==> config.mk <==
export PLATFORM = sky130hd
export DESIGN_NAME = mdio_master_extended_access_core_flat
export DESIGN_NICKNAME = d
export VERILOG_FILES = /design/src/rtl/mdioe_pkg.sv /design/src/rtl/mdioe_ifs.sv /design/src/rtl/mdio_master_extended_access_core.sv /design/src/rtl/mdioe_frame.sv /design/src/flat_wrapper.sv
export SDC_FILE = /design/constraint.sdc
export NUM_CORES = 1
export LEC_CHECK = 0
export ABC_AREA = 1
export ABC_CLOCK_PERIOD_IN_PS = 10000
export BUFFER_PORTS_ARGS = -buffer_cell sky130_fd_sc_hd__buf_4
export CORE_MARGIN = 5
export CORE_UTILIZATION = 59
export CTS_CLUSTER_DIAMETER = 50
export DETAILED_ROUTE_END_ITERATION = 10
export GPL_TIMING_DRIVEN = 0
export PLACE_DENSITY = 0.81
export REMOVE_ABC_BUFFERS = 1
export SLEW_MARGIN = 0
export SYNTH_ARGS = -nofsm -noshare
export SYNTH_HDL_FRONTEND = slang
export SYNTH_SLANG_ARGS = --single-unit
==> constraint.sdc <==
create_clock -name clk -period 10 [get_ports clk]
set_clock_uncertainty 0.05 [all_clocks]
set_input_delay 1.5 -clock clk [delete_from_list [all_inputs] [get_ports clk]]
set_output_delay 1.5 -clock clk [all_outputs]
set_load 0.05 [all_outputs]
==> src/rtl/mdioe_pkg.sv <==
// shared types and constants of the mdio master with indirect register access
package mdioe_pkg;

  localparam int DIVIDER_BITS = 16;

  localparam logic [4:0]  LOW5_MAX        = 5'h1f;
  localparam logic [4:0]  REG_CTRL        = 5'h0d;
  localparam logic [4:0]  REG_ADDR_DATA   = 5'h0e;
  localparam logic [15:0] CTRL_ADDRESS_FN = 16'h001f;
  localparam logic [15:0] CTRL_DATA_FN    = 16'h401f;
  localparam logic [15:0] DIV_RESET       = 16'h00ff;

  // frame bit positions
  localparam logic [5:0] BIT_START0   = 6'd32;
  localparam logic [5:0] BIT_START1   = 6'd33;
  localparam logic [5:0] BIT_OP0      = 6'd34;
  localparam logic [5:0] BIT_OP1      = 6'd35;
  localparam logic [5:0] BIT_PHY_LAST = 6'd40;
  localparam logic [5:0] BIT_REG_LAST = 6'd45;
  localparam logic [5:0] BIT_TA0      = 6'd46;
  localparam logic [5:0] BIT_TA1      = 6'd47;
  localparam logic [5:0] BIT_LAST     = 6'd63;

  localparam logic [1:0] STEP_LAST = 2'd3;

  typedef enum logic [1:0] {
    STEP_ADDR_FN = 2'd0,
    STEP_ADDR    = 2'd1,
    STEP_DATA_FN = 2'd2,
    STEP_ACCESS  = 2'd3
  } frame_step_t;

  typedef enum logic [0:0] {
    CFG_CLOCK_DIVIDER = 1'b0,
    CFG_ENABLE        = 1'b1
  } cfg_index_t;

  typedef enum logic [1:0] {
    STATUS_OK       = 2'd0,
    STATUS_NO_ACK   = 2'd1,
    STATUS_REJECTED = 2'd2
  } status_t;

  typedef struct packed {
    logic        operation;
    logic        is_write;
    logic [4:0]  phy_address;
    logic [7:0]  register_address;
    logic [15:0] write_data;
    logic        mdio_in;
  } req_t;

  typedef struct packed {
    logic        mdc;
    logic        mdio_out;
    logic        mdio_drive;
    logic        busy_res;
    logic        done_res;
    logic        acknowledged;
    logic [15:0] read_data;
    status_t     status;
  } res_t;

  typedef struct packed {
    cfg_index_t  index;
    logic [15:0] value;
  } cfg_t;

  // what the current frame carries
  typedef struct packed {
    logic        is_write;
    logic [4:0]  phy;
    logic [4:0]  reg_addr;
    logic [15:0] data;
  } frame_sel_t;

  typedef struct packed {
    logic level;
    logic drive;
  } line_t;

endpackage

==> src/rtl/mdioe_ifs.sv <==
// valid/ready channels for requests, results and register writes
interface mdioe_req_if;
  import mdioe_pkg::*;
  logic valid;
  logic ready;
  req_t data;
  modport source(output valid, output data, input ready);
  modport sink(input valid, input data, output ready);
endinterface

interface mdioe_res_if;
  import mdioe_pkg::*;
  logic valid;
  logic ready;
  res_t data;
  modport source(output valid, output data, input ready);
  modport sink(input valid, input data, output ready);
endinterface

interface mdioe_cfg_if;
  import mdioe_pkg::*;
  logic valid;
  logic ready;
  cfg_t data;
  modport source(output valid, output data, input ready);
  modport sink(input valid, input data, output ready);
endinterface

==> src/rtl/mdio_master_extended_access_core.sv <==
// mdio master top: request handling, bit timing, frame sequencing, result register
// latency: the result of a request is in the result register in the cycle after it is accepted
// throughput: one request per cycle unless a result waits; each tick steps mdc by one count
// a frame bit lasts divider+1 tick requests, one frame 64 bits, indirect access four frames
// reset: synchronous; divider back to 255, master disabled, bus idle, result register empty
module mdio_master_extended_access_core (
  input logic        clk,
  input logic        rst,
  mdioe_cfg_if.sink  cfg,
  mdioe_req_if.sink  req,
  mdioe_res_if.source res
);
  import mdioe_pkg::*;

  logic [15:0] clock_divider;
  logic        enable;

  logic [15:0] tick_count, tick_count_next;
  logic [5:0]  bit_index, bit_index_next;
  frame_step_t frame_step, frame_step_next;
  logic        active, active_next;
  logic        extended_mode, extended_mode_next;
  logic        ack_seen, ack_seen_next;
  logic [15:0] shift_register, shift_register_next;

  logic        held_write;
  logic [4:0]  held_phy;
  logic [7:0]  held_reg;
  logic [15:0] held_data;

  logic        out_valid;
  res_t        out_data, result;

  logic        accept;
  logic        load_request;

  logic [DIVIDER_BITS-1:0] divider;
  logic [DIVIDER_BITS:0]   half;
  logic        mdc_high;
  logic        sample_tick;
  logic        bit_end;
  logic        read_ok;
  frame_sel_t  sel;
  line_t       line;

  assign cfg.ready = 1'b1;
  assign req.ready = !out_valid || res.ready;
  assign accept    = req.valid && req.ready;
  assign res.valid = out_valid;
  assign res.data  = out_data;

  always_ff @(posedge clk) begin
    if (rst) begin
      clock_divider <= DIV_RESET;
      enable        <= 1'b0;
    end else if (cfg.valid) begin
      case (cfg.data.index)
        CFG_CLOCK_DIVIDER: clock_divider <= cfg.data.value;
        CFG_ENABLE:        enable        <= cfg.data.value[0];
        default:           ;
      endcase
    end
  end

  assign divider  = clock_divider[DIVIDER_BITS-1:0];
  assign half     = ({1'b0, divider} + {{DIVIDER_BITS{1'b0}}, 1'b1}) >> 1;
  assign mdc_high = {1'b0, tick_count} >= 17'(half);
  assign bit_end  = tick_count >= 16'(divider);
  assign sample_tick = ({1'b0, tick_count} == 17'(half)) && !sel.is_write;
  assign read_ok  = sel.is_write || ack_seen;

  // frame contents for the current step of the sequence
  always_comb begin
    sel.phy = held_phy;
    if (!extended_mode) begin
      sel.is_write = held_write;
      sel.reg_addr = held_reg[4:0];
      sel.data     = held_data;
    end else begin
      case (frame_step)
        STEP_ADDR_FN: begin
          sel.is_write = 1'b1;
          sel.reg_addr = REG_CTRL;
          sel.data     = CTRL_ADDRESS_FN;
        end
        STEP_ADDR: begin
          sel.is_write = 1'b1;
          sel.reg_addr = REG_ADDR_DATA;
          sel.data     = {8'h00, held_reg};
        end
        STEP_DATA_FN: begin
          sel.is_write = 1'b1;
          sel.reg_addr = REG_CTRL;
          sel.data     = CTRL_DATA_FN;
        end
        default: begin
          sel.is_write = held_write;
          sel.reg_addr = REG_ADDR_DATA;
          sel.data     = held_data;
        end
      endcase
    end
  end

  mdioe_frame u_frame (
    .sel       (sel),
    .bit_index (bit_index),
    .line      (line)
  );

  assign load_request = accept && req.data.operation && enable && !active;

  // next state and result for one request
  always_comb begin
    tick_count_next     = tick_count;
    bit_index_next      = bit_index;
    frame_step_next     = frame_step;
    active_next         = active;
    extended_mode_next  = extended_mode;
    ack_seen_next       = ack_seen;
    shift_register_next = shift_register;
    result              = '0;
    result.status       = STATUS_OK;

    if (req.data.operation) begin
      if (!enable || active) begin
        result.busy_res = active;
        result.status   = STATUS_REJECTED;
      end else begin
        tick_count_next     = '0;
        bit_index_next      = '0;
        frame_step_next     = STEP_ADDR_FN;
        ack_seen_next       = 1'b0;
        extended_mode_next  = req.data.register_address > {3'b000, LOW5_MAX};
        shift_register_next = '0;
        active_next         = 1'b1;
        result.busy_res     = 1'b1;
      end
    end else if (active && !enable) begin
      // abandoned without a done pulse
      tick_count_next    = '0;
      bit_index_next     = '0;
      frame_step_next    = STEP_ADDR_FN;
      active_next        = 1'b0;
      extended_mode_next = 1'b0;
      ack_seen_next      = 1'b0;
    end else if (active) begin
      result.mdc        = mdc_high;
      result.mdio_out   = line.level;
      result.mdio_drive = line.drive;

      if (sample_tick) begin
        if (bit_index == BIT_TA1) begin
          ack_seen_next = !req.data.mdio_in;
        end else if (bit_index > BIT_TA1) begin
          shift_register_next = {shift_register[14:0], req.data.mdio_in};
        end
      end

      if (bit_end) begin
        tick_count_next = '0;
        if (bit_index != BIT_LAST) begin
          bit_index_next = bit_index + 6'd1;
        end else if (extended_mode && frame_step != STEP_LAST) begin
          frame_step_next = frame_step_t'(frame_step + 2'd1);
          bit_index_next  = '0;
          ack_seen_next   = 1'b0;
        end else begin
          result.done_res     = 1'b1;
          result.acknowledged = read_ok;
          result.read_data    = (!sel.is_write && read_ok) ? shift_register_next : '0;
          result.status       = read_ok ? STATUS_OK : STATUS_NO_ACK;
          bit_index_next      = '0;
          frame_step_next     = STEP_ADDR_FN;
          active_next         = 1'b0;
          extended_mode_next  = 1'b0;
          ack_seen_next       = 1'b0;
        end
      end else begin
        tick_count_next = tick_count + 16'd1;
      end
      result.busy_res = active_next;
    end
  end

  always_ff @(posedge clk) begin
    if (rst) begin
      tick_count     <= '0;
      bit_index      <= '0;
      frame_step     <= STEP_ADDR_FN;
      active         <= 1'b0;
      extended_mode  <= 1'b0;
      ack_seen       <= 1'b0;
      shift_register <= '0;
    end else if (accept) begin
      tick_count     <= tick_count_next;
      bit_index      <= bit_index_next;
      frame_step     <= frame_step_next;
      active         <= active_next;
      extended_mode  <= extended_mode_next;
      ack_seen       <= ack_seen_next;
      shift_register <= shift_register_next;
    end
  end

  always_ff @(posedge clk) begin
    if (rst) begin
      held_write <= 1'b0;
      held_phy   <= '0;
      held_reg   <= '0;
      held_data  <= '0;
    end else if (load_request) begin
      held_write <= req.data.is_write;
      held_phy   <= req.data.phy_address;
      held_reg   <= req.data.register_address;
      held_data  <= req.data.write_data;
    end
  end

  always_ff @(posedge clk) begin
    if (rst) begin
      out_valid <= 1'b0;
    end else if (accept) begin
      out_valid <= 1'b1;
    end else if (res.ready) begin
      out_valid <= 1'b0;
    end
  end

  always_ff @(posedge clk) begin
    if (accept) begin
      out_data <= result;
    end
  end

  // idle master keeps its sequencing counters cleared
  a_idle_clear: assert property (@(posedge clk) disable iff (rst)
    !active |-> (tick_count == '0) && (bit_index == '0) && (frame_step == STEP_ADDR_FN))
    else $error("idle master with nonzero sequencing state");

  // a direct access never leaves the first frame step
  a_direct_step: assert property (@(posedge clk) disable iff (rst)
    !extended_mode |-> frame_step == STEP_ADDR_FN)
    else $error("frame step advanced on a direct access");

  // disabling the master drops a running request on the next tick request
  a_disable_abort: assert property (@(posedge clk) disable iff (rst)
    accept && !req.data.operation && active && !enable |=> !active)
    else $error("request not abandoned while disabled");

  // a done result never carries the rejected code
  a_done_status: assert property (@(posedge clk) disable iff (rst)
    accept && result.done_res |=> out_valid && out_data.status != STATUS_REJECTED)
    else $error("done result with rejected status");

  // a started request always reports busy
  a_start_busy: assert property (@(posedge clk) disable iff (rst)
    load_request |=> active && out_data.busy_res)
    else $error("accepted start did not make the master busy");

endmodule

==> src/rtl/mdioe_frame.sv <==
// level and drive of one clause-22 frame bit
module mdioe_frame (
  input  mdioe_pkg::frame_sel_t sel,
  input  logic [5:0]            bit_index,
  output mdioe_pkg::line_t      line
);
  import mdioe_pkg::*;

  logic [5:0] phy_pos;
  logic [5:0] reg_pos;
  logic [5:0] data_pos;

  assign phy_pos  = BIT_PHY_LAST - bit_index;
  assign reg_pos  = BIT_REG_LAST - bit_index;
  assign data_pos = BIT_LAST - bit_index;

  always_comb begin
    line.drive = 1'b1;
    line.level = 1'b1;
    if (bit_index < BIT_START0) begin
      line.level = 1'b1;
    end else if (bit_index == BIT_START0) begin
      line.level = 1'b0;
    end else if (bit_index == BIT_START1) begin
      line.level = 1'b1;
    end else if (bit_index == BIT_OP0) begin
      line.level = ~sel.is_write;
    end else if (bit_index == BIT_OP1) begin
      line.level = sel.is_write;
    end else if (bit_index <= BIT_PHY_LAST) begin
      line.level = sel.phy[phy_pos[2:0]];
    end else if (bit_index <= BIT_REG_LAST) begin
      line.level = sel.reg_addr[reg_pos[2:0]];
    end else if (!sel.is_write) begin
      // read: turnaround and data are released
      line.level = 1'b0;
      line.drive = 1'b0;
    end else if (bit_index == BIT_TA0) begin
      line.level = 1'b1;
    end else if (bit_index == BIT_TA1) begin
      line.level = 1'b0;
    end else begin
      line.level = sel.data[data_pos[3:0]];
    end
  end

endmodule

==> src/flat_wrapper.sv <==
// flat-port wrapper written by rule: the top's interface ports become plain ports
module mdio_master_extended_access_core_flat import mdioe_pkg::*;
  (clk, rst, cfg_valid, cfg_data, cfg_ready, req_valid, req_data, req_ready, res_valid, res_data, res_ready);
  mdioe_cfg_if cfg_i ();
  mdioe_req_if req_i ();
  mdioe_res_if res_i ();
  input logic clk;
  input logic rst;
  input wire logic [$bits(cfg_i.valid)-1:0] cfg_valid;
  input wire logic [$bits(cfg_i.data)-1:0] cfg_data;
  output wire logic [$bits(cfg_i.ready)-1:0] cfg_ready;
  input wire logic [$bits(req_i.valid)-1:0] req_valid;
  input wire logic [$bits(req_i.data)-1:0] req_data;
  output wire logic [$bits(req_i.ready)-1:0] req_ready;
  output wire logic [$bits(res_i.valid)-1:0] res_valid;
  output wire logic [$bits(res_i.data)-1:0] res_data;
  input wire logic [$bits(res_i.ready)-1:0] res_ready;
  assign cfg_i.valid = cfg_valid;
  assign cfg_i.data = cfg_data;
  assign cfg_ready = cfg_i.ready;
  assign req_i.valid = req_valid;
  assign req_i.data = req_data;
  assign req_ready = req_i.ready;
  assign res_valid = res_i.valid;
  assign res_data = res_i.data;
  assign res_i.ready = res_ready;
  mdio_master_extended_access_core u_core (.clk(clk), .rst(rst), .cfg(cfg_i), .req(req_i), .res(res_i));
endmodule
# Word-level counts from Yosys, hierarchy flattened
# Index checks and enable logic that the tools add are counted.
[totals]
output_inout_bits = 27
in_bits = 54
ff_bits = 115
elab_cells = 178
[op_classes]
magnitude_cmp = 10
mux = 86
eq_ne = 15
reduce_logical = 33
add_sub_neg = 7
n_bitwise = 5
[op_table]
columns = ["op", "n"]
rows = [
  ["16-bit two-way mux", 12],
  ["21-bit two-way mux", 3],
  ["20-bit two-way mux", 3],
  ["18-bit one-hot mux with 3 select lines", 1],
  ["1-bit two-way mux", 49],
  ["6-bit == test (second input constant)", 6],
  ["6-bit two-way mux", 6],
  ["16-bit greater-or-equal comparator", 2],
  ["2-bit two-way mux", 9],
  ["16-bit by 1-bit adder with 17-bit output (second input constant)", 1],
  ["16-bit by 1-bit adder with 16-bit output (second input constant)", 1],
  ["16-bit == test", 1],
  ["6-bit less-or-equal comparator (second input constant)", 2],
  ["8-bit by 5-bit greater-than comparator with 1-bit output (second input constant)", 1],
  ["1-bit logical AND", 8],
  ["3-bit by 4-bit < comparator with 1-bit output (second input constant)", 2],
  ["4-bit AND reduction", 2],
  ["7-bit OR reduction", 1],
  ["6-bit by 1-bit adder with 6-bit output (second input constant)", 1],
  ["1-bit binary-select mux with 3-bit select", 2],
  ["6-bit greater-than comparator (second input constant)", 1],
  ["6-bit < comparator (second input constant)", 1],
  ["2-bit inequality test (second input constant)", 3],
  ["3-bit by 2-bit inequality test with 1-bit output (second input constant)", 2],
  ["other kinds (22)", 36],
]

# Logic depth before layout (Yosys ltp)
# Gate-level depths: netlist (run 1).
[depth]
depth_word = 15
ltp_mapped = 21
mapped_depth_nobuf = 21

# By module
# From an unflattened synthesis (run 1), not the netlist that was laid out.
[unflattened]
cells_unflattened = 917
area_unflattened_um2 = 6744.0
[by_module_without_submodules]
columns = ["mod", "instances", "cells_each", "area_per_inst_um2", "seq_area_each_um2"]
rows = [
  ["mdio_master_extended_access_core", 1, 819, 6213.5, 2542.4],
  ["mdioe_frame", 1, 98, 530.5, 0.0],
]

# Worst setup path after synthesis (run 1)
# Ideal clock, no wire load.
[synth_path]
path_type = "input-to-reg"
start = "input res_ready"
end = "register u_core.held_data[14]"
path_stages = 9
arrival_time_ps = 3650
slack_ps = 6235
n_path_buf = 1
setup_ps = 65
required_ps = 9885
cell_sequence = "inv_1 nand2_1 nand2_1 inv_1 nand4_1 clkinv_1 clkbuf_1 nor2_1 nor2_1"
[synth_via]
elab_chain_len = 5
[synth_rtl]
columns = ["item", "line_no", "text"]
rows = [
  ["from (decl)", "flat_wrapper.sv:17", "input wire logic [$bits(res_i.ready)-1:0] res_ready;"],
  ["1-bit logical OR", "mdio_master_extended_access_core.sv:47", "assign req.ready = !out_valid || res.ready;"],
  ["via req_ready", "flat_wrapper.sv:14", "output wire logic [$bits(req_i.ready)-1:0] req_ready;"],
  ["1-bit logical AND", "mdio_master_extended_access_core.sv:48", "assign accept = req.valid && req.ready;"],
  ["via u_core.accept", "mdio_master_extended_access_core.sv:34", "logic accept;"],
  ["1-bit logical AND (3 in series)", "mdio_master_extended_access_core.sv:111", "assign load_request = accept && req.data.operation && enable && !active;"],
  ["to (signal assigned)", "mdio_master_extended_access_core.sv:216", "held_data <= req.data.write_data;"],
  ["to (decl)", "mdio_master_extended_access_core.sv:29", "logic [15:0] held_data;"],
]
# The timed path passes the listed nets, and every way through them passes these cells.
# A chain may end at the register's enable or synchronous reset.

# Final worst setup path (run 1)
[layout_path]
start = "register u_core.clock_divider[0]"
end = "register u_core.shift_register[5]"
[layout_via]
elab_chain_len = 7
[layout_rtl]
columns = ["item", "line_no", "text"]
rows = [
  ["from (decl)", "mdio_master_extended_access_core.sv:15", "logic [15:0] clock_divider;"],
  ["from (signal assigned)", "mdio_master_extended_access_core.sv:58", "CFG_CLOCK_DIVIDER: clock_divider <= cfg.data.value;"],
  ["16-bit by 1-bit adder with 17-bit output", "mdio_master_extended_access_core.sv:66", "assign half = ({1'b0, divider} + {{DIVIDER_BITS{1'b0}}, 1'b1}) >> 1;"],
  ["16-bit == test", "mdio_master_extended_access_core.sv:69", "assign sample_tick = ({1'b0, tick_count} == 17'(half)) && !sel.is_write;"],
  ["1-bit logical AND", "mdio_master_extended_access_core.sv:69", ""],
  ["16-bit two-way mux", "mdio_master_extended_access_core.sv:152", "if (sample_tick) begin"],
  ["16-bit two-way mux", "mdio_master_extended_access_core.sv:147", "end else if (active) begin"],
  ["16-bit two-way mux", "mdio_master_extended_access_core.sv:139", "end else if (active && !enable) begin"],
  ["16-bit two-way mux", "mdio_master_extended_access_core.sv:125", "if (req.data.operation) begin"],
  ["to (signal assigned)", "mdio_master_extended_access_core.sv:202", "shift_register <= shift_register_next;"],
  ["to (decl)", "mdio_master_extended_access_core.sv:24", "logic [15:0] shift_register, shift_register_next;"],
]
# No other way between the ends. The select of a mux whose other input is x is not followed.

==> summary.txt, run 1 <==
GRT
  • Vias in the first global route: 5,425
  • Overflow after GRT: 0
  • First-pass GRT wire length: 24.9 mm
  • GR Util All Layers: 0.236
  • Initial antenna violation count: 0
  • Pin count of the biggest net entering global routing: 57

Finish
  • Largest register FFs: 24
  • Final net count: 991
  • Area delta synth->final: 19.4%
  • Fin cells: 1,042
  • Share of cells above drive strength 1: 0.151
  • Final Util: 0.723
  • ANT cells: 0

Clocking
  • Setup bufs post-CTS: 0
  • Hold_buf cts: 0
  • Htree depth: 4
  • Clock Path Buffers: 2
  • Resize count post-CTS: 0
  • Clock Pin Slew Worst Setup and Hold Paths: 0.06 ns
  • CTS root buf: clkbuf_8
  • Total CTS buffers: 17
  • Skew-Pair Late Insertion Delay: 0.52 ns
  • CTS sink cnt: 115
  • TritonCTS clock tree: yes

Synth
  • Post-synth EDFFs: 24
  • Syn avg cell area: 7.65 sq um
  • Post-synth top cells: nand2_1, nor2_1, dfxtp_1
  • Predominant post-synthesis flop cell: dfxtp_1
  • Synth warn: 0
  • Count leader, synth: nand2_1
  • Mapped Area: 0.00628 sq mm
  • Post-synthesis register bit count: 115
  • Yosys top cell area share: 0.290
  • Yosys cell types: 48
  • Async set-reset flop share out of synthesis: 0
  • Syn Inst Count: 821
  • Register area share after synthesis: 0.405
  • Yosys top cell by area: dfxtp_1
  • Area contributors post-synth: dfxtp_1, edfxtp_1, ha_1

Power and ir drop
  • VDD IR max: 0.000122 V
  • Pwr dens: 162 mW/mm^2
  • Switching power: 301 uW
  • Clock Power Share: 0.484
  • Pleak: 0.00312 uW
  • Comb power frac: 0.107
  • Reg power frac: 0.408
  • Sw Ratio: 0.247
  • Pint: 916 uW

Placed design
  • Gpl congestion: 0.934
  • Port bufs: 79
  • Post-DP HPWL: 10.3 mm
  • Placed Instances: 1,010

Detailed routing
  • DRT Pass-1 Iters: 5
  • DR vias/cell: 5.48
  • Via count: 5,715
  • Drt drc: 0
  • Iter 0 DRT Violations: 350
  • Post-DRT Antenna Nets: 0
  • Avg WL per Cell: 14.1 um
  • Total routed wirelength: 14.6 mm

STA
  • Min cycle time layout: 4.64 ns
  • Hold slack: 0.408 ns
  • Tcrit/Tclk final: 0.464
  • Max transition margin: 0.128
  • RSZ-0062 raised after global routing: no
  • Final setup TNS: 0 ns
  • Measured slew at the worst slew-check pin: 1.30 ns
  • Fmax: 215 MHz
  • Max Slew Vio Count: 0
  • Setup Viol. Count Final: 0
  • Hold Fails Final Rpt: 0

Floorplanning
  • Initial Utilization: 0.606
  • Die W: 113 um
  • Die area: 0.0128 sq mm
  • Chip Height: 113 um
  • IO Pins: 81
  • Core area: 0.0104 sq mm
  • Rows: 37

Outcome
  • Status: complete, no violations

Setup path
  • Crit path required time: 10.40 ns
  • Crit path arrival time: 5.04 ns
  • Startpoint types: flop
  • Max Fanout on Critical Path: 17
  • Kind of critical path: reg -> reg
  • Worst setup EP type: flop

Job
  • Max Cap Viol: 0

Worst hold path
  • Worst Hold Class: reg -> reg
-- cells in the final DEF, fill, tap and decap left out, types with 15 or more instances in the layout --
master	count
mux2i_1	15
edfxtp_1	24
a21oi_1	67
nand2_1	136
nor2_1	121
o21ai_0	31
inv_1	69
nand3_1	46
clkbuf_16	16
ha_1	44
buf_4	79
xor2_1	18
o21ai_1	37
inv_2	18
dfxtp_1	91
-- per-layer routing --
metal / global-route usage / vias up / wire length (um)
met4: 0.0713 / 0 / 137
met2: 0.405 / 171 / 7210
met1: 0.292 / 2661 / 6420
met3: 0.0588 / 17 / 878
met5: 0 / - / 0
li1: - / 2866 / -
-- area by class of cell --
type,instances,area [sq um]
inverters,88,330
flip-flops and latches,115,2540
multi-input cells,591,3280
repair buffers,80,608
fillers,823,2870
well taps,136,170
clock buffers,20,435
clock inverters,12,139
-- per-stage QoR --
step	cell area (sq um)	power (uW)	worst slack [ns]
after CTS	7500	1220	5.37
final	7500	1220	5.36
after global routing	7500	1260	5.06
after floorplan	6150	590	5.45
after detailed placement	6930	636	5.42
after global placement	6910	632	4.85
-- power by group through the flow --
stage          clock network, uW  logic, uW  registers, uW
2_1_floorplan                  0       67.8            522
3_3_place_gp                   0        126            506
3_5_place_dp                   0        130            507
4_1_cts                      592        131            497
5_1_grt                      616        145            499
6_report                     590        131            497
-- worst paths after layout --
check                              to  slack, ns  depth (start not counted)               startpoint
max          u_core.shift_register[5]       5.36                         17  u_core.clock_divider[0]
max reg2reg  u_core.shift_register[5]       5.36                         17  u_core.clock_divider[0]
min reg2reg       u_core.held_data[9]       0.41                          2      u_core.held_data[9]
min               u_core.held_data[9]       0.41                          2      u_core.held_data[9]
-- logic make-up after synthesis --
logic type,Yosys count,share of synthesized area
xor gates and xnor gates,21,0.0293
adders and majority gates,44,0.0876
DFF,115,0.405
other,1,0.000597
buffers and inverters,115,0.0739
and+or+nand+nor,349,0.242
muxes,15,0.0239
AOI/OAI and AO/OA,161,0.138
-- worst max-delay path, cell delays in order, from the launching register on --
cell and delay, ns:
dfxtp_1 0.38, ha_1 0.21, nand2_1 0.08, nor3_1 0.30, nand3_1 0.19, nor2_1 0.16, nand2_1 0.11, nor2_1 0.14
nand3_1 0.14, nand3b_1 0.20, ha_1 0.31, nand2_1 0.08, nor2_1 0.22, nand4_2 0.21, nor4_4 1.09, mux2i_1 0.26
or2_1 0.29, a21oi_1 0.14
(Power assumes the default switching activity.)
==> inputs of run 2 (changes only) <==
--- a/config.mk
+++ b/config.mk
@@ -5,15 +5,15 @@
 export SDC_FILE = /design/constraint.sdc
 export NUM_CORES = 1
 export LEC_CHECK = 0
-export ABC_AREA = 1
-export ABC_CLOCK_PERIOD_IN_PS = 10000
+export ABC_AREA = 0
+export ABC_CLOCK_PERIOD_IN_PS = 3800
 export BUFFER_PORTS_ARGS = -buffer_cell sky130_fd_sc_hd__buf_4
 export CORE_MARGIN = 5
-export CORE_UTILIZATION = 59
+export CORE_UTILIZATION = 53
 export CTS_CLUSTER_DIAMETER = 50
 export DETAILED_ROUTE_END_ITERATION = 10
 export GPL_TIMING_DRIVEN = 0
-export PLACE_DENSITY = 0.81
+export PLACE_DENSITY = 0.77
 export REMOVE_ABC_BUFFERS = 1
 export SLEW_MARGIN = 0
 export SYNTH_ARGS = -nofsm -noshare
==> constraint.sdc (replaced) <==
create_clock -name clk -period 3.8 [get_ports clk]
set_clock_uncertainty 0.05 [all_clocks]
set_input_delay 0.57 -clock clk [delete_from_list [all_inputs] [get_ports clk]]
set_output_delay 0.57 -clock clk [all_outputs]
set_load 0.05 [all_outputs]
==> run 2 against run 1 <==
  * Utilization decreased by 8.5 points
  * Sequential cell count unchanged
  * Global-route usage decreased by 1.7 points
  * First-iteration DRC count increased by 18%
  * Synthesized cell count decreased by 12%
  * Critical path type unchanged
  * Critical endpoint is now u_core.shift_register[8]
  * Highest routed layer unchanged
==> summary.txt, run 2 <==
Placed design
  • Post-DP HPWL: 10.6 mm (+3.4%)
  • Placed Instances: 907 (-10%)
  • Placed instance area: 0.00695 sq mm (+0.33%)
  • Port bufs: 79 (unchanged)
  • Gpl congestion: 0.878 (-5.9%)
  • Pre-CTS WS: -0.754 ns (-6.17 ns)

Synth
  • Post-synthesis xor/xnor area fraction: 0.0359 (+0.00662)
  • Yosys top cell area share: 0.287 (-0.00280)
  • Yosys top cell by area: dfxtp_1
  • Async set-reset flop share out of synthesis: 0 (unchanged)
  • Area contributors post-synth: dfxtp_1, edfxtp_1, ha_1
  • Post-Synth Adder-Cell Area: 0.0868 (-0.000847)
  • Register area share after synthesis: 0.401 (-0.00391)
  • Post-synth EDFFs: 24 (unchanged)
  • Post-synthesis mux area share: 0.0532 (+0.0293)
  • Simple-Gate Fraction of Synth Area: 0.220 (-0.0215)
  • Mapped Area: 0.00634 sq mm (+0.98%)
  • Syn Inst Count: 719 (-12%)
  • Syn avg cell area: 8.82 sq um (+15%)
  • Combinational family with the most area after synthesis: simple AND/OR/NAND/NOR gates
  • Post-synth top cells: nand2_1, dfxtp_1, a21oi_1
  • Count leader, synth: nand2_1
  • Synth Area in Compound Gates: 0.157 (+0.0190)
  • Post-synthesis register bit count: 115 (unchanged)
  • Yosys cell types: 69 (+44%)
  • Predominant post-synthesis flop cell: dfxtp_1
  • Synth warn: 0 (unchanged)

Power and ir drop
  • Pint: 2420 uW (+160%)
  • Comb power frac: 0.090 (-0.017)
  • Reg power frac: 0.399 (-0.009)
  • Design Power: 3230 uW (+170%)
  • VDD IR max: 0.000186 V (+53%)
  • Sw Ratio: 0.251 (+0.00329)
  • Switching power: 810 uW (+170%)
  • Pwr dens: 426 mW/mm^2 (+160%)
  • Clock Power Share: 0.510 (+0.026)
  • Pleak: 0.00304 uW (-2.6%)

Detailed routing
  • Drt drc: 0 (unchanged)
  • Total routed wirelength: 15.4 mm (+5.4%)
  • Iter 0 DRT Violations: 413 (+18%)
  • Post-DRT Antenna Nets: 0 (unchanged)
  • Via count: 5,515 (-3.5%)
  • DR vias/cell: 5.87 (+7.0%)
  • DRT Pass-1 Iters: 5 (unchanged)
  • Avg WL per Cell: 16.4 um (+17%)

Setup path
  • Slowest CP cell: dfxtp_1
  • Worst setup EP type: flop
  • Kind of critical path: reg -> reg
  • Crit path arrival time: 3.74 ns (-1.30 ns)
  • CP top delay family: simple AND/OR/NAND/NOR gates
  • Most used cell, CP: nor2_1
  • Max Fanout on Critical Path: 16 (-1)
  • Startpoint types: flop
  • Critical path cell sequence: and3_1, nand3_1, nor2_1, nand2b_1, nor4_1, xnor2_1, ha_1, nand4_1, nor4_2, nand4b_1, a21oi_1, nor2_1, a22o_1
  • Crit path required time: 4.06 ns (-6.34 ns)
  • WP buf/inv: 0 (unchanged)
  • Largest stage delay on the critical path: 0.40 ns (-0.69 ns)

STA
  • RSZ-0062 raised after global routing: no
  • Hold Fails Final Rpt: 0 (unchanged)
  • Setup WS post-layout: 0.317 ns (-5.04 ns)
  • Setup Viol. Count Final: 0 (unchanged)
  • Tcrit/Tclk final: 0.917 (+0.452)
  • Max Slew Vio Count: 0 (unchanged)
  • Min cycle time layout: 3.48 ns (-1.16 ns)
  • Fmax: 287 MHz (+33%)
  • Max transition margin: 0.186 (+0.0586)
  • Measured slew at the worst slew-check pin: 1.22 ns (-0.0781 ns)
  • Hold slack: 0.297 ns (-0.111 ns)

Floorplanning
  • Chip Height: 119 um (+5.5%)
  • Core area: 0.0119 sq mm (+14%)
  • Die area: 0.0143 sq mm (+11%)
  • Initial Utilization: 0.535 (-0.0710)
  • Rows: 40 (+8.1%)
  • Die W: 119 um (+5.5%)
  • IO Pins: 81 (unchanged)

Clocking
  • Hold_buf cts: 0 (unchanged)
  • Clock Pin Slew Worst Setup and Hold Paths: 0.06 ns (about the same)
  • CTS root buf: clkbuf_16
  • Clock Path Buffers: 2 (unchanged)
  • Skew-Pair Late Insertion Delay: 0.42 ns (-0.10 ns)
  • Total CTS buffers: 17 (unchanged)
  • TritonCTS clock tree: yes
  • CTS sink cnt: 115 (unchanged)
  • Htree depth: 4 (unchanged)

GRT
  • Initial antenna violation count: 0 (unchanged)
  • First-pass GRT wire length: 25.5 mm (+2.7%)
  • Vias in the first global route: 5,409 (-0.29%)
  • Overflow after GRT: 0 (unchanged)
  • GR Util All Layers: 0.219 (-0.0171)
  • Pin count of the biggest net entering global routing: 83 (+46%)

Finish
  • Largest register FFs: 24 (unchanged)
  • Filler cell count: 959 (+17%)
  • Share of cells above drive strength 1: 0.169 (+0.0178)
  • Final net count: 878 (-11%)
  • Most common cell after layout, fill and taps aside: nand2_1
  • Fin cells: 940 (-9.8%)
  • Most frequent cells in the layout: nand2_1, dfxtp_1, buf_4, a21oi_1, ha_1
  • FF+latch area: 0.00254 sq mm (unchanged)
  • Finished Cell Area: 0.00758 sq mm (+1.0%)
  • Area delta synth->final: 19.4% (about the same)
  • Area of the multi-input gates: 0.00353 sq mm (+7.8%)
  • ANT cells: 0 (unchanged)

Worst hold path
  • Worst Hold Class: in -> reg

Job
  • Max Cap Viol: 0 (unchanged)

Outcome
  • Status: complete, no violations
run 2: cell count changes in the layout (fill, tap and decap cells not counted), sizes merged, moves of 8 or more:
| cell | before | now |
|---|---|---|
| a211o | 1 | 9 |
| a22o | 0 | 16 |
| inv | 87 | 30 |
| mux2i | 15 | 27 |
| nand2 | 137 | 114 |
| nand2b | 0 | 11 |
| nand3 | 47 | 25 |
| nand4 | 8 | 16 |
| nor2 | 126 | 39 |
| nor3 | 11 | 40 |
| o21ai | 68 | 19 |
| or2 | 15 | 2 |
| xnor2 | 3 | 16 |
| xor2 | 18 | 10 |
run 2: final timing paths:
path	to	depth (start not counted)	startpoint	slack, ns
worst min register to register	u_core.held_data[2]	2	u_core.held_data[2]	0.40
worst max register to register	u_core.shift_register[8]	13	u_core.clock_divider[2]	0.32
worst min-delay path	u_core.clock_divider[1]	2	cfg_data[1]	0.30
worst max-delay path	u_core.shift_register[8]	13	u_core.clock_divider[2]	0.32
run 2: cell type report:
class / instances / share of cell area
clock buffers: 17 / 0.0561
inverters: 26 / 0.0129
well taps: 147 / 0.0243
multi-input cells: 539 / 0.466
clock inverters: 15 / 0.0238
repair buffers: 81 / 0.0812
flip-flops and latches: 115 / 0.335
run 2: power by group through the flow:
stage,logic (uW),clock network (uW),registers [uW]
floorplan,123,0,1360
global route,316,1720,1290
finish,292,1650,1290
detailed placement,286,0,1320
global placement,275,0,1320
CTS,290,1660,1290
run 2: layer usage:
| layer | up-vias | share of wire | routed length [um] | GRT usage |
|---|---|---|---|---|
| li1 | 2701 | - | - | - |
| met1 | 2592 | 0.43 | 6560 | 0.271 |
| met2 | 186 | 0.49 | 7500 | 0.360 |
| met3 | 36 | 0.062 | 959 | 0.0560 |
| met4 | 0 | 0.027 | 420 | 0.0938 |
| met5 | - | 0 | 0 | 0 |
run 2: through the flow:
stage | util | setup TNS, ns
final | 0.639 | 0
after global routing | 0.639 | 0
after detailed placement | 0.586 | -12.80
after CTS | 0.638 | 0
after global placement | 0.584 | -11.94
after floorplan | - | 0
run 2: worst reg2reg max path, stage by stage (launching register included):
cell      delay (ns)
dfxtp_1         0.40
and3_1          0.21
nand3_1         0.14
nor2_1          0.27
nand2b_1        0.16
nor4_1          0.25
xnor2_1         0.12
ha_1            0.32
nand4_1         0.16
nor4_2          0.39
nand4b_1        0.14
a21oi_1         0.17
nor2_1          0.23
a22o_1          0.35
run 2: repair_timing:
action,CTS,global route
endpoints found under the setup margin,32,16
pin swaps,0,0
buffers inserted,1,0
endpoints found under the hold margin,0,0
resized for setup,1,1
run 2: cells by family (layout without fill, tap and decap cells):
logic type / after synthesis / count (layout)
simple gates: 287 / 287
compound gates: 150 / 150
flops: 115 / 115
buf+inv: 65 / 139
fa+ha+maj: 44 / 44
mux: 31 / 31
xor+xnor: 26 / 26
other cells: 1 / 1
==> inputs of run 3 (changes only) <==
--- a/config.mk
+++ b/config.mk
@@ -6,14 +6,14 @@
 export NUM_CORES = 1
 export LEC_CHECK = 0
 export ABC_AREA = 0
-export ABC_CLOCK_PERIOD_IN_PS = 3800
+export ABC_CLOCK_PERIOD_IN_PS = 3700
 export BUFFER_PORTS_ARGS = -buffer_cell sky130_fd_sc_hd__buf_4
 export CORE_MARGIN = 5
-export CORE_UTILIZATION = 53
+export CORE_UTILIZATION = 58
 export CTS_CLUSTER_DIAMETER = 50
 export DETAILED_ROUTE_END_ITERATION = 10
 export GPL_TIMING_DRIVEN = 0
-export PLACE_DENSITY = 0.77
+export PLACE_DENSITY = 0.8
 export REMOVE_ABC_BUFFERS = 1
 export SLEW_MARGIN = 0
 export SYNTH_ARGS = -nofsm -noshare
==> constraint.sdc (replaced) <==
create_clock -name clk -period 3.7 [get_ports clk]
set_clock_uncertainty 0.05 [all_clocks]
set_input_delay 0.555 -clock clk [delete_from_list [all_inputs] [get_ports clk]]
set_output_delay 0.555 -clock clk [all_outputs]
set_load 0.05 [all_outputs]
==> run 3 against run 2 <==
  * Non-clock buffer count did not move
  * Combinational power up 1%
  * Critical path depth is the same
  * Largest cell class unchanged
  * Critical endpoint is now u_core.shift_register[3]
==> summary.txt, run 3 (synthesized netlist as in run 2, its figures left out) <==
STA
  • Max Slew Vio Count: 0 (unchanged)
  • Setup WS post-layout: 0.209 ns (-0.108 ns)
  • Setup Viol. Count Final: 0 (unchanged)
  • Max transition margin: 0.210 (+0.0234)
  • Min cycle time layout: 3.49 ns (+0.00776 ns)
  • Tcrit/Tclk final: 0.943 (+0.0269)
  • Final setup TNS: 0 ns (unchanged)
  • Measured slew at the worst slew-check pin: 1.19 ns (-0.0351 ns)
  • RSZ-0062 raised after global routing: no
  • Hold Fails Final Rpt: 0 (unchanged)
  • Fmax: 286 MHz (-0.22%)

Finish
  • FF+latch area: 0.00254 sq mm (unchanged)
  • Share of cells above drive strength 1: 0.165 (-0.00378)
  • Most frequent cells in the layout: nand2_1, dfxtp_1, buf_4, a21oi_1, ha_1
  • Filler cell count: 826 (-14%)
  • Area delta synth->final: 19.4% (about the same)
  • Most common cell after layout, fill and taps aside: nand2_1
  • Area of the multi-input gates: 0.00353 sq mm (unchanged)
  • Final net count: 878 (unchanged)
  • ANT cells: 0 (unchanged)
  • Finished Cell Area: 0.00757 sq mm (about the same)
  • Largest register FFs: 24 (unchanged)

Worst hold path
  • Hold path endpoint: u_core.clock_divider[3]
  • Hold depth: 2 (unchanged)
  • Worst Hold Class: in -> reg
  • Hold path startpoint: cfg_data[3]

Detailed routing
  • Via count: 5,454 (-1.1%)
  • DR vias/cell: 5.85 (-0.36%)
  • Iter 0 DRT Violations: 356 (-14%)
  • Post-DRT Antenna Nets: 0 (unchanged)
  • Avg WL per Cell: 15.8 um (-3.6%)
  • Drt drc: 0 (unchanged)
  • Total routed wirelength: 14.8 mm (-4.4%)
  • DRT Pass-1 Iters: 5 (unchanged)

Setup path
  • Slowest CP cell: nor2_1
  • WP buf/inv: 0 (unchanged)
  • Startpoint types: flop
  • Worst setup EP type: flop
  • Largest stage delay on the critical path: 0.75 ns (+0.35 ns)
  • Max Fanout on Critical Path: 16 (unchanged)
  • Crit path required time: 4.11 ns (+0.05 ns)
  • Crit path arrival time: 3.90 ns (+0.16 ns)
  • Worst reg2reg endpoint: u_core.shift_register[3]
  • R2R setup slack: 0.21 ns (-0.11 ns)
  • Critical path cell sequence: and3_1, nand3_1, nor2_1, nand2b_1, nor4_1, xnor2_1, ha_1, nand4_1, nor4_2, nand4b_1, a21oi_1, nor2_1, a22o_1
  • Reg2reg start: u_core.clock_divider[2]
  • R2R depth: 13 (unchanged)
  • Most used cell, CP: nor2_1
  • CP top delay family: simple AND/OR/NAND/NOR gates
  • Kind of critical path: reg -> reg

Power and ir drop
  • VDD IR max: 0.000247 V (+33%)
  • Sw Ratio: 0.233 (-0.0179)
  • Clock Power Share: 0.505 (-0.005)
  • Reg power frac: 0.404 (+0.005)
  • Pwr dens: 433 mW/mm^2 (+1.5%)
  • Pleak: 0.00305 uW (+0.39%)
  • Switching power: 763 uW (-5.8%)
  • Design Power: 3280 uW (+1.4%)
  • Pint: 2520 uW (+3.9%)
  • Comb power frac: 0.090 (about the same)

GRT
  • Vias in the first global route: 5,069 (-6.3%)
  • Overflow after GRT: 0 (unchanged)
  • First-pass GRT wire length: 24.5 mm (-4.2%)
  • GR Util All Layers: 0.231 (+0.0123)
  • Initial antenna violation count: 0 (unchanged)
  • Pin count of the biggest net entering global routing: 83 (unchanged)

Clocking
  • TritonCTS clock tree: yes
  • CTS root buf: clkbuf_8
  • Skew-Pair Late Insertion Delay: 0.52 ns (+0.10 ns)
  • Total CTS buffers: 17 (unchanged)
  • Clock Pin Slew Worst Setup and Hold Paths: 0.06 ns (about the same)
  • Htree depth: 4 (unchanged)
  • CTS sink cnt: 115 (unchanged)
  • Hold_buf cts: 0 (unchanged)
  • Clock Path Buffers: 2 (unchanged)

Placed design
  • Placed instance area: 0.00694 sq mm (-0.13%)
  • Post-DP HPWL: 10.3 mm (-3.5%)
  • Gpl congestion: 0.869 (-1.1%)
  • Pre-CTS WS: -0.732 ns (+0.0219 ns)
  • Port bufs: 79 (unchanged)

Floorplanning
  • Die area: 0.0131 sq mm (-7.9%)
  • IO Pins: 81 (unchanged)
  • Core area: 0.0108 sq mm (-9.0%)
  • Chip Height: 115 um (-4.0%)
  • Rows: 38 (-5.0%)
  • Initial Utilization: 0.588 (+0.0530)
  • Die W: 115 um (-4.0%)

Outcome
  • Status: complete, no violations

Job
  • Max Cap Viol: 0 (unchanged)
-- run 3: cell count changes in the layout (fill, tap and decap cells not counted) --
cell	before	now
clkinvlp_4	3	0
clkbuf_1	0	3
inv_6	4	0
clkbuf_8	0	4
bufinv_16	3	2
clkbuf_16	17	18
-- run 3: worst max-delay path by stage --
stage | from | endpoint | slack [ns] | depth (start not counted)
floorplan | u_core.clock_divider[2] | u_core.shift_register[0] | 0.06 | 12
global placement | u_core.clock_divider[2] | u_core.shift_register[12] | -0.64 | 12
detailed placement | u_core.clock_divider[2] | u_core.shift_register[12] | -0.73 | 12
CTS | u_core.clock_divider[2] | u_core.shift_register[3] | 0.17 | 13
global route | u_core.clock_divider[2] | u_core.shift_register[3] | 0.07 | 13
finish | u_core.clock_divider[2] | u_core.shift_register[3] | 0.21 | 13
-- run 3: routing by layer --
metal,vias to the layer above,part of all wire,track usage
li1,2707,-,-
met5,-,0,0
met1,2560,0.44,0.306
met2,163,0.48,0.376
met4,0,0.018,0.0918
met3,24,0.057,0.0386
-- run 3: layout make-up --
class                      count  share of cell area
multi-input combinational    539               0.467
sequential                   115               0.336
timing repair buffer          81              0.0813
clock buffer                  25              0.0682
tap                          140              0.0231
inverter                      26              0.0129
clock inverter                 7              0.0122
-- run 3: timing repair --
action / 4_1_cts / 5_1_grt
resized for setup: 1 / 1
buffers inserted: 1 / 0
hold endpoints to repair: 0 / 0
setup endpoints to repair: 32 / 16
pin swaps: 0 / 0
-- run 3: power groups by stage --
stage,logic (uW),clock network (uW),registers (uW)
4_1_cts,294,1670,1330
3_5_place_dp,293,0,1350
6_report,296,1660,1330
3_3_place_gp,282,0,1350
2_1_floorplan,127,0,1400
5_1_grt,320,1730,1330
-- run 3: per-stage QoR --
| stage | cells | util | hold WS [ns] |
|---|---|---|---|
| 2_1_floorplan | 680 | - | 0.376 |
| 3_3_place_gp | 899 | 0.642 | 0.392 |
| 3_5_place_dp | 900 | 0.643 | 0.398 |
| 4_1_cts | 933 | 0.701 | 0.168 |
| 5_1_grt | 933 | 0.702 | 0.177 |
| 6_report | 933 | 0.702 | 0.189 |
